**config.mk**
```make
export PLATFORM = sky130hd
export DESIGN_NAME = lru_tag_cache_top
export DESIGN_NICKNAME = d
export VERILOG_FILES = /design/src/rtl/core/ltc_pkg.sv /design/src/rtl/core/ltc_datapath.sv /design/src/rtl/core/ltc_ctrl.sv /design/src/rtl/core/lru_tag_cache_top.sv
export VERILOG_INCLUDE_DIRS = /design/src /design/src/rtl/core
export SDC_FILE = /design/constraint.sdc
export NUM_CORES = 1
export LEC_CHECK = 0
export BUFFER_PORTS_ARGS = -buffer_cell sky130_fd_sc_hd__buf_2
export CAP_MARGIN = 20
export CORE_UTILIZATION = 50
export DETAILED_ROUTE_END_ITERATION = 16
export HOLD_SLACK_MARGIN = 0.12
export PLACE_DENSITY_LB_ADDON = 0.1
export SLEW_MARGIN = 25
export SYNTH_ARGS = -nofsm -noshare
export SYNTH_HDL_FRONTEND = slang
export SYNTH_SLANG_ARGS = --single-unit
```
**constraint.sdc**
```tcl
create_clock -name clk -period 7.65 [get_ports clk]
set_input_delay 0 -clock clk [delete_from_list [all_inputs] [get_ports clk]]
set_output_delay 0 -clock clk [all_outputs]
set_load 0.005 [all_outputs]
```
**src/rtl/core/lru_tag_cache_top_assert.svh**
```systemverilog
// Assertion macros shared by the LRU tag cache RTL.
`ifndef LRU_TAG_CACHE_TOP_ASSERT_SVH
`define LRU_TAG_CACHE_TOP_ASSERT_SVH

// Same-cycle implication, checked outside reset.
`define LTC_ASSERT_IMPL(lbl, clk, rst_n, ante, cons, msg) \
    lbl: assert property (@(posedge clk) disable iff (!rst_n) (ante) |-> (cons)) \
        else $error(msg);

// Next-cycle implication, checked outside reset.
`define LTC_ASSERT_NEXT(lbl, clk, rst_n, ante, cons, msg) \
    lbl: assert property (@(posedge clk) disable iff (!rst_n) (ante) |=> (cons)) \
        else $error(msg);

`endif

```
**src/rtl/core/ltc_pkg.sv**
```systemverilog
// Shared types and constants of the LRU tag cache.
package ltc_pkg;

    localparam logic FUNC_LOOKUP = 1'b0;
    localparam logic FUNC_INSERT = 1'b1;

    // Width of the reported fill count (count is masked to this many bits).
    localparam int unsigned FILL_W = 3;

    typedef enum logic [1:0] {
        ST_IDLE,
        ST_SEARCH,
        ST_UPDATE
    } ltc_state_t;

    typedef struct packed {
        logic load_in;
        logic search;
        logic update;
    } ltc_cmd_t;

    typedef struct packed {
        logic out_free;
    } ltc_status_t;

endpackage

```
**src/rtl/core/ltc_datapath.sv**
```systemverilog
// Entry store kept in recency order, tag compare, shift update and result register.
`include "lru_tag_cache_top_assert.svh"
module ltc_datapath #(
    parameter int unsigned ENTRIES    = 5,
    parameter int unsigned KEY_BITS   = 32,
    parameter int unsigned VALUE_BITS = 16
) (
    input  logic                    clk,
    input  logic                    rst_n,
    input  logic                    in_func,
    input  logic [KEY_BITS-1:0]     in_key,
    input  logic [VALUE_BITS-1:0]   in_value,
    input  ltc_pkg::ltc_cmd_t       cmd,
    output ltc_pkg::ltc_status_t    status,
    input  logic                    m_tready,
    output logic                    out_valid,
    output logic                    out_hit,
    output logic [VALUE_BITS-1:0]   out_data,
    output logic                    out_evicted,
    output logic [KEY_BITS-1:0]     out_evicted_key,
    output logic [ltc_pkg::FILL_W-1:0] out_fill
);
    import ltc_pkg::*;

    localparam int unsigned POS_W = $clog2(ENTRIES);
    localparam int unsigned CNT_W = $clog2(ENTRIES + 1);

    // Position 0 is the most recent entry.
    logic [KEY_BITS-1:0]   key_reg [ENTRIES];
    logic [VALUE_BITS-1:0] val_reg [ENTRIES];
    logic [CNT_W-1:0]      count_reg;

    logic                  func_reg;
    logic [KEY_BITS-1:0]   in_key_reg;
    logic [VALUE_BITS-1:0] in_value_reg;

    logic                  hit_reg;
    logic [POS_W-1:0]      hit_pos_reg;

    logic                  out_valid_reg;
    logic                  out_hit_reg;
    logic [VALUE_BITS-1:0] out_data_reg;
    logic                  out_evicted_reg;
    logic [KEY_BITS-1:0]   out_evicted_key_reg;
    logic [FILL_W-1:0]     out_fill_reg;

    logic                  found;
    logic [POS_W-1:0]      found_pos;
    logic                  is_insert;
    logic                  full;
    logic                  do_shift;
    logic [POS_W-1:0]      shift_pos;
    logic [KEY_BITS-1:0]   front_key;
    logic [VALUE_BITS-1:0] front_value;
    logic [CNT_W-1:0]      count_next;
    logic [CNT_W+FILL_W-1:0] count_ext;

    // Priority search: the lowest matching position is the most recent.
    always_comb
    begin
        found     = 1'b0;
        found_pos = '0;
        for (int i = ENTRIES - 1; i >= 0; i--)
        begin
            if ((count_reg > CNT_W'(i)) && (key_reg[i] == in_key_reg))
            begin
                found     = 1'b1;
                found_pos = POS_W'(i);
            end
        end
    end

    always_comb
    begin
        is_insert   = (func_reg == FUNC_INSERT);
        full        = (count_reg == CNT_W'(ENTRIES));
        do_shift    = is_insert || hit_reg;
        if (is_insert)
        begin
            shift_pos   = full ? POS_W'(ENTRIES - 1) : count_reg[POS_W-1:0];
            front_key   = in_key_reg;
            front_value = in_value_reg;
        end
        else
        begin
            shift_pos   = hit_pos_reg;
            front_key   = key_reg[hit_pos_reg];
            front_value = val_reg[hit_pos_reg];
        end
        count_next = count_reg + CNT_W'(is_insert && !full);
        count_ext  = (CNT_W + FILL_W)'(count_next);
    end

    always_ff @(posedge clk)
    begin
        if (cmd.load_in)
        begin
            func_reg     <= in_func;
            in_key_reg   <= in_key;
            in_value_reg <= in_value;
        end
        if (cmd.search)
        begin
            hit_pos_reg <= found_pos;
        end
        if (cmd.update && do_shift)
        begin
            key_reg[0] <= front_key;
            val_reg[0] <= front_value;
            for (int i = 1; i < ENTRIES; i++)
            begin
                if (POS_W'(i) <= shift_pos)
                begin
                    key_reg[i] <= key_reg[i-1];
                    val_reg[i] <= val_reg[i-1];
                end
            end
        end
        if (cmd.update)
        begin
            out_hit_reg         <= hit_reg;
            out_data_reg        <= hit_reg ? val_reg[hit_pos_reg] : '0;
            out_evicted_reg     <= is_insert && full;
            out_evicted_key_reg <= (is_insert && full) ? key_reg[ENTRIES-1] : '0;
            out_fill_reg        <= count_ext[FILL_W-1:0];
        end
    end

    always_ff @(posedge clk or negedge rst_n)
    begin
        if (!rst_n)
        begin
            count_reg     <= '0;
            hit_reg       <= 1'b0;
            out_valid_reg <= 1'b0;
        end
        else
        begin
            if (cmd.search)
            begin
                hit_reg <= found && (func_reg == FUNC_LOOKUP);
            end
            if (cmd.update)
            begin
                count_reg     <= count_next;
                out_valid_reg <= 1'b1;
            end
            else if (m_tready)
            begin
                out_valid_reg <= 1'b0;
            end
        end
    end

    assign status.out_free = !out_valid_reg || m_tready;

    assign out_valid       = out_valid_reg;
    assign out_hit         = out_hit_reg;
    assign out_data        = out_data_reg;
    assign out_evicted     = out_evicted_reg;
    assign out_evicted_key = out_evicted_key_reg;
    assign out_fill        = out_fill_reg;

    `LTC_ASSERT_IMPL(a_count_bound, clk, rst_n, 1'b1, count_reg <= CNT_W'(ENTRIES), "fill count above capacity")
    `LTC_ASSERT_IMPL(a_no_overwrite, clk, rst_n, cmd.update, !out_valid_reg || m_tready, "result overwritten while held")
    `LTC_ASSERT_IMPL(a_hit_on_lookup, clk, rst_n, cmd.update && hit_reg, func_reg == FUNC_LOOKUP, "hit flagged on insert")

endmodule

```
**src/rtl/core/ltc_ctrl.sv**
```systemverilog
// Sequencer for accept, search and update of one transaction at a time.
`include "lru_tag_cache_top_assert.svh"
module ltc_ctrl (
    input  logic                 clk,
    input  logic                 rst_n,
    input  logic                 s_tvalid,
    output logic                 s_tready,
    output ltc_pkg::ltc_cmd_t    cmd,
    input  ltc_pkg::ltc_status_t status
);
    import ltc_pkg::*;

    ltc_state_t state_reg;
    ltc_state_t state_next;

    always_ff @(posedge clk or negedge rst_n)
    begin
        if (!rst_n)
        begin
            state_reg <= ST_IDLE;
        end
        else
        begin
            state_reg <= state_next;
        end
    end

    always_comb
    begin
        state_next = state_reg;
        cmd        = '0;
        s_tready   = 1'b0;
        unique case (state_reg)
            ST_IDLE:
            begin
                s_tready = 1'b1;
                if (s_tvalid)
                begin
                    cmd.load_in = 1'b1;
                    state_next  = ST_SEARCH;
                end
            end
            ST_SEARCH:
            begin
                cmd.search = 1'b1;
                state_next = ST_UPDATE;
            end
            ST_UPDATE:
            begin
                // Hold until the result register can take the outcome.
                if (status.out_free)
                begin
                    cmd.update = 1'b1;
                    s_tready   = 1'b1;
                    if (s_tvalid)
                    begin
                        cmd.load_in = 1'b1;
                        state_next  = ST_SEARCH;
                    end
                    else
                    begin
                        state_next = ST_IDLE;
                    end
                end
            end
            default:
            begin
                state_next = ST_IDLE;
            end
        endcase
    end

    `LTC_ASSERT_NEXT(a_search_then_update, clk, rst_n, state_reg == ST_SEARCH, state_reg == ST_UPDATE, "search not followed by update")
    `LTC_ASSERT_NEXT(a_hold_on_stall, clk, rst_n, (state_reg == ST_UPDATE) && !status.out_free, state_reg == ST_UPDATE, "update left while output stalled")
    `LTC_ASSERT_IMPL(a_cmd_exclusive, clk, rst_n, 1'b1, $onehot0({cmd.search, cmd.update}), "search and update together")

endmodule

```
**src/rtl/core/lru_tag_cache_top.sv**
```systemverilog
// Top level of the fully associative LRU tag cache.
//
// Usage:
//   Input stream (s_*): one transaction per operation. s_tuser is the
//   operation (0 lookup, 1 insert); s_tdata carries key and value.
//   Output stream (m_*): exactly one result per operation, in order.
//   m_tuser flags hit and eviction; m_tdata carries the stored value on a
//   hit, the evicted key on an eviction and the fill count after the
//   operation (masked to three bits).
//   An operation is registered on accept, compared with all entries in
//   ST_SEARCH, then applied to the recency order of the entry registers
//   and registered as the result in ST_UPDATE, which waits while a result
//   is held; each operation sees the order left by the last.
//   Reset empties the cache (fill count zero); entry contents are not
//   cleared and are never read before being written.
//   A stalled receiver holds the result in the output register; one more
//   operation is accepted and searched, then s_tready stays low until the
//   held result is taken.
module lru_tag_cache_top #(
    parameter int unsigned ENTRIES    = 5,
    parameter int unsigned KEY_BITS   = 32,
    parameter int unsigned VALUE_BITS = 16,
    localparam int unsigned IN_W      = ((KEY_BITS + VALUE_BITS + 7) / 8) * 8,
    localparam int unsigned OUT_W     =
        ((VALUE_BITS + KEY_BITS + ltc_pkg::FILL_W + 7) / 8) * 8
) (
    input  logic             clk,
    input  logic             rst_n,
    input  logic             s_tvalid,
    output logic             s_tready,
    input  logic [IN_W-1:0]  s_tdata,   // key, value, zero fill
    input  logic             s_tuser,   // func
    output logic             m_tvalid,
    input  logic             m_tready,
    output logic [OUT_W-1:0] m_tdata,   // data_out, evicted_key, fill_count, zero fill
    output logic [1:0]       m_tuser    // hit, evicted
);
    import ltc_pkg::*;

    ltc_cmd_t              cmd;
    ltc_status_t           status;
    logic                  out_hit;
    logic [VALUE_BITS-1:0] out_data;
    logic                  out_evicted;
    logic [KEY_BITS-1:0]   out_evicted_key;
    logic [FILL_W-1:0]     out_fill;

    ltc_ctrl u_ctrl (
        .clk      (clk),
        .rst_n    (rst_n),
        .s_tvalid (s_tvalid),
        .s_tready (s_tready),
        .cmd      (cmd),
        .status   (status)
    );

    ltc_datapath #(
        .ENTRIES    (ENTRIES),
        .KEY_BITS   (KEY_BITS),
        .VALUE_BITS (VALUE_BITS)
    ) u_datapath (
        .clk             (clk),
        .rst_n           (rst_n),
        .in_func         (s_tuser),
        .in_key          (s_tdata[KEY_BITS-1:0]),
        .in_value        (s_tdata[KEY_BITS+VALUE_BITS-1 -: VALUE_BITS]),
        .cmd             (cmd),
        .status          (status),
        .m_tready        (m_tready),
        .out_valid       (m_tvalid),
        .out_hit         (out_hit),
        .out_data        (out_data),
        .out_evicted     (out_evicted),
        .out_evicted_key (out_evicted_key),
        .out_fill        (out_fill)
    );

    assign m_tdata = OUT_W'({out_fill, out_evicted_key, out_data});
    assign m_tuser = {out_evicted, out_hit};

endmodule

```
==> results of run 1 <==
cells by family (layout without fill, tap and decap cells):
family,Yosys count,after routing,share of synthesized area
DFF,352,352,0.6943
xor gates and xnor gates,161,161,0.09342
and+or+nand+nor,193,193,0.06802
muxes,83,83,0.07075
AOI/OAI and AO/OA,111,111,0.04494
other,1,5,0.0002471
buffers and inverters,84,252,0.02671
adders and majority gates,2,2,0.001649
layout make-up:
type                    count  share of cell area
well taps                 390             0.02746
clock inverters            18             0.01021
inverters                   6            0.001268
clock buffers              51             0.05985
flip-flops and latches    352              0.5929
multi-input cells         555              0.2410
repair buffers            177             0.06732
through the flow:
step                      hold WS, ns  setup WS, ns
after detailed placement      -0.1487         3.472
after global routing           0.1748         3.244
after floorplan               -0.2956         1.163
after global placement        -0.1472         3.556
after CTS                      0.1736         3.433
final                          0.1883         3.552
per-layer routing:
layer | global-route usage | vias up
met4 | 0.07536 | 0
met5 | 0 | -
met3 | 0.03898 | 53
met1 | 0.3306 | 4303
li1 | - | 3945
met2 | 0.3719 | 263
cells in the final DEF (no fill, tap or decap), drive strengths merged, types with 16 or more instances in the layout:
master	count
dlygate4sd3	54
a211oi	34
xnor2	20
edfxtp	345
mux2	34
nor4	38
mux2i	33
nor2	41
buf	123
xor2	141
mux4	16
clkbuf	51
o21ai	33
nand2	37
and2	51
a21oi	35
worst register-to-register path, delay by kind of cell, from the launching register on:
family,cells,cell delay [ns]
buffers and inverters,3,1.92
and+or+nand+nor,2,0.31
AOI/OAI and AO/OA,2,1.10
DFF,1,0.39
final timing paths:
kind / endpoint / depth (start not counted) / slack [ns]
setup / recovery: u_datapath.key_reg[1][14] / 7 / 3.55
hold / removal: u_datapath.in_key_reg[25] / 2 / 0.19
setup reg to reg: u_datapath.key_reg[1][14] / 7 / 3.55
hold reg to reg: u_datapath.val_reg[4][3] / 0 / 0.44
max in group asynchronous: u_ctrl.state_reg[0] / 3 / 6.90
min in group asynchronous: u_datapath.hit_reg / 3 / 0.48
report_power, final:
part | internal [mW] | switching [mW] | leakage, nW
Combinational | 0.203 | 0.295 | 2.39
Sequential | 2.32 | 0.136 | 3.27
Clock | 1.11 | 0.723 | 0.612
Total | 3.63 | 1.15 | 6.27
==> reports/qor.csv, run 1 <==
metric;value;unit
CTS tree;built;
Finished Layout Cells;1549;
layout cell share with drive strength beyond 1;0.2071;
Post-Syn Area;0.01517;mm2
critical path launch point type;flop;
Pre-antenna DRT Iters;5;
Initial Util;0.5106;
Async SR Flop Fraction;0.01989;
Post-CTS Hold Buffers;54;
clock sink count;352;
pin count of the biggest net entering global routing;63;
post-route ant nets;0;
nets;1185;
latest clock arrival within the worst-skew pair;0.52;ns
CP arrival;4.26;ns
count of pins over their slew limit;0;
Placed Instances;1426;
Yosys Warn Count;0;
core area;0.02972;mm2
CP endpoint kind;flop;
final core utilization;0.5979;
outcome;finished, final reports clean;
DR WL met3;1.844;mm
Max VDD drop;0.1540;mV
Synth top cells by count;edfxtp_1, xor2_1, and2_1;
RSZ-0062 raised after global routing;false;
sequential-to-total area share from yosys stat;0.6943;
Worst Setup SP;u_ctrl.state_reg[0];
distinct cell type count after synthesis;42;
post-DP HPWL;22.38;mm
Worst slew margin;0.2984;
Hold Crit Start;s_tdata[25];
final setup vio count;0;
Largest register FFs;160;
top cells by area, synth;edfxtp_1, xor2_1, mux2_2;
crit path buf inv count;3;
final period utilization;0.5357;
Num CTS Buffers;38;
routed vias/inst;5.529;
Core Rows;63;
final setup TNS;0;ns
Post-Route WL;35.53;mm
pwr dens;269.3;mW/mm2
Max-cap violations;0;
initial antenna violation count;0;
Placed Area;0.01598;mm2
Synth Instances;987;
crit path kind;flop to flop;
Synth Register Bits;352;
EDFF count, synth;345;
highest metal used;met4;
vias in the first global route;8485;
fmax;0.2440;GHz
htree depth;2;
Tmin final;4.098;ns
Max Clock Skew;0.01167;ns
fillcell total;2317;
worst hold path class;input pin to flop;
Die Ht;176.2;um
GPL Wtd Cong;0.8637;
design area;0.01777;mm2
clock buffer depth;3;
first-pass GRT wire length;53.17;mm
Synth area leader;edfxtp_1;
P_leak;6.270;nW
total grt overflow;0;
DRC violations left;0;
Design Power;4.786;mW
CP Max Fanout;57;
Critical-path top delay cell;inv_1;
Iteration-0 DRC Markers;769;
Synth top area share;0.6827;
DIE AREA;0.03105;mm2
Vias;8564;
count leader, synth;edfxtp_1;
P&R area growth vs syn;17.09;%
Avg WL per Cell;22.94;um
Worst path most repeated cell;buf_4;
met2 WL post-DR;17.02;mm
final hold violations;0;
Total GRT Usage;0.2342;
antenna fix cells;0;
I/O pin count;113;
CP max stage delay;0.78;ns
Root Buffer;clkbuf_16;
number of port buffers;107;
Synth Flop Type;edfxtp_1;
CTS clk-pin slew, worst paths;0.06;ns
worst r2r src;u_ctrl.state_reg[0];
FF/Latch Area;0.01054;mm2
syn_area_per_cell;15.37;um2
worst-margin pin slew;1.052;ns
Worst Path Required;7.81;ns
area of the multi-input gates;0.004282;mm2
post-cts repair resize count;0;
cell chain of the critical path;nand2b_1 > nor2_4 > buf_4 > o21ai_0 > inv_1 > a21o_2 > buf_4;
wl on met1;15.72;mm
post-CTS setup buffer count;0;
Top delay family on crit path;buffers and inverters;
Die Wd;176.2;um
Power figures use the tool's default switching activity.
==> run 2: changes to the inputs <==
==> constraint.sdc (replaced) <==
create_clock -name clk -period 4.2 [get_ports clk]
set_input_delay 0 -clock clk [delete_from_list [all_inputs] [get_ports clk]]
set_output_delay 0 -clock clk [all_outputs]
set_load 0.005 [all_outputs]
==> reports/qor.csv, run 2 (synthesis results as in run 1) <==
metric;value;unit
Core Rows;63;
Die Wd;176.2;um
Root Buffer;clkbuf_16;
GPL Wtd Cong;0.8746;
worst-margin pin slew;1.021;ns
Num CTS Buffers;39;
count of pins over their slew limit;0;
RSZ-0062 raised after global routing;false;
CTS clk-pin slew, worst paths;0.06;ns
clock buffer depth;3;
initial antenna violation count;0;
internal reg-to-reg setup slack;1.10;ns
Critical-path top delay cell;o21ai_0;
core area;0.02972;mm2
Max Clock Skew;0.02238;ns
htree depth;2;
vias in the first global route;8464;
layout cell share with drive strength beyond 1;0.2105;
hold slack final;0.1715;ns
CP Max Fanout;25;
Worst Path Required;4.44;ns
post-route ant nets;0;
worst hold path class;input pin to flop;
antenna fix cells;0;
Vias;8521;
post-CTS setup buffer count;0;
final setup TNS;0;ns
critical path launch point type;flop;
DIE AREA;0.03105;mm2
Tmin final;3.096;ns
commonest cells after routing, fill and taps aside;edfxtp_1, xor2_1, buf_2, dlygate4sd3_1, and2_1;
I/O pin count;113;
CTS tree;built;
nets;1187;
post-cts repair resize count;0;
Pre-antenna DRT Iters;5;
Worst slew margin;0.3195;
final period utilization;0.7372;
DRC violations left;0;
Top delay family on crit path;compound AO/OA/AOI/OAI gates;
CP endpoint kind;flop;
pwr dens;491.3;mW/mm2
outcome;finished, final reports clean;
commonest non-fill, non-tap cell in the layout;edfxtp_1;
Placed Area;0.01602;mm2
clock sink count;352;
first-pass GRT wire length;52.94;mm
final setup vio count;0;
Max-cap violations;0;
Initial Util;0.5106;
Post-CTS Hold Buffers;54;
design area;0.01780;mm2
Post-Route WL;35.44;mm
cell chain of the critical path;o21ai_0 > a211o_1 > clkinvlp_4 > a21o_2 > buf_4;
Avg WL per Cell;22.88;um
number of port buffers;107;
latest clock arrival within the worst-skew pair;0.54;ns
Largest register FFs;160;
total grt overflow;0;
crit path buf inv count;2;
Iteration-0 DRC Markers;638;
CP max stage delay;0.66;ns
fmax;0.3230;GHz
post-DP HPWL;22.25;mm
Max VDD drop;0.2937;mV
routed vias/inst;5.501;
pin count of the biggest net entering global routing;88;
CP arrival;3.34;ns
final hold violations;0;
P_leak;6.270;nW
P&R area growth vs syn;17.33;%
crit path kind;flop to flop;
Total GRT Usage;0.2337;
Die Ht;176.2;um
[run 2: changes by cell type in the layout (fill, tap and decap cells not counted)]
cell        delta
clkinv_8       +1
clkinvlp_4     +3
clkbuf_16      -1
clkbuf_1       -4
inv_2          -1
inv_6          +1
buf_4          -1
buf_12         +2
[run 2: stage by stage]
stage | power (mW) | instances | setup WS, ns | utilization
floorplan | 5.034 | 991 | 0.2352 | -
global placement | 5.400 | 1427 | 1.150 | 0.5391
detailed placement | 5.412 | 1427 | 1.090 | 0.5391
CTS | 8.829 | 1549 | 1.062 | 0.5991
global route | 9.067 | 1549 | 0.8961 | 0.5991
finish | 8.748 | 1549 | 1.104 | 0.5991
[run 2: final cells by class]
type                    count  area [um2]
multi-input cells         555        4282
clock buffers              46        1023
clock inverters            22       221.5
well taps                 390       488.0
flip-flops and latches    352       10540
repair buffers            178        1229
inverters                   6       26.28
fillers                  2317       11910
[run 2: power by group]
| part | switching [mW] | total, mW | internal [mW] |
|---|---|---|---|
| Clock | 1.39 | 3.37 | 1.99 |
| Sequential | 0.240 | 4.46 | 4.22 |
| Combinational | 0.537 | 0.912 | 0.374 |
| Total | 2.16 | 8.75 | 6.59 |
[run 2: worst paths after layout]
kind,startpoint,endpoint,cells after the start
setup / recovery,u_datapath.hit_reg,u_datapath.key_reg[1][30],5
hold / removal,s_tdata[47],u_datapath.in_value_reg[15],2
setup reg to reg,u_datapath.hit_reg,u_datapath.key_reg[1][30],5
hold reg to reg,u_datapath.val_reg[2][8],u_datapath.val_reg[3][8],0
max in group asynchronous,rst_n,u_datapath.count_reg[0],3
min in group asynchronous,rst_n,u_datapath.out_valid,3
[run 2: routing by layer]
| metal | share of wire | GRT usage | vias up |
|---|---|---|---|
| met2 | 0.48 | 0.3766 | 266 |
| met4 | 0.023 | 0.06703 | 0 |
| met5 | 0 | 0 | - |
| li1 | - | - | 3939 |
| met1 | 0.45 | 0.3267 | 4266 |
| met3 | 0.051 | 0.04070 | 50 |
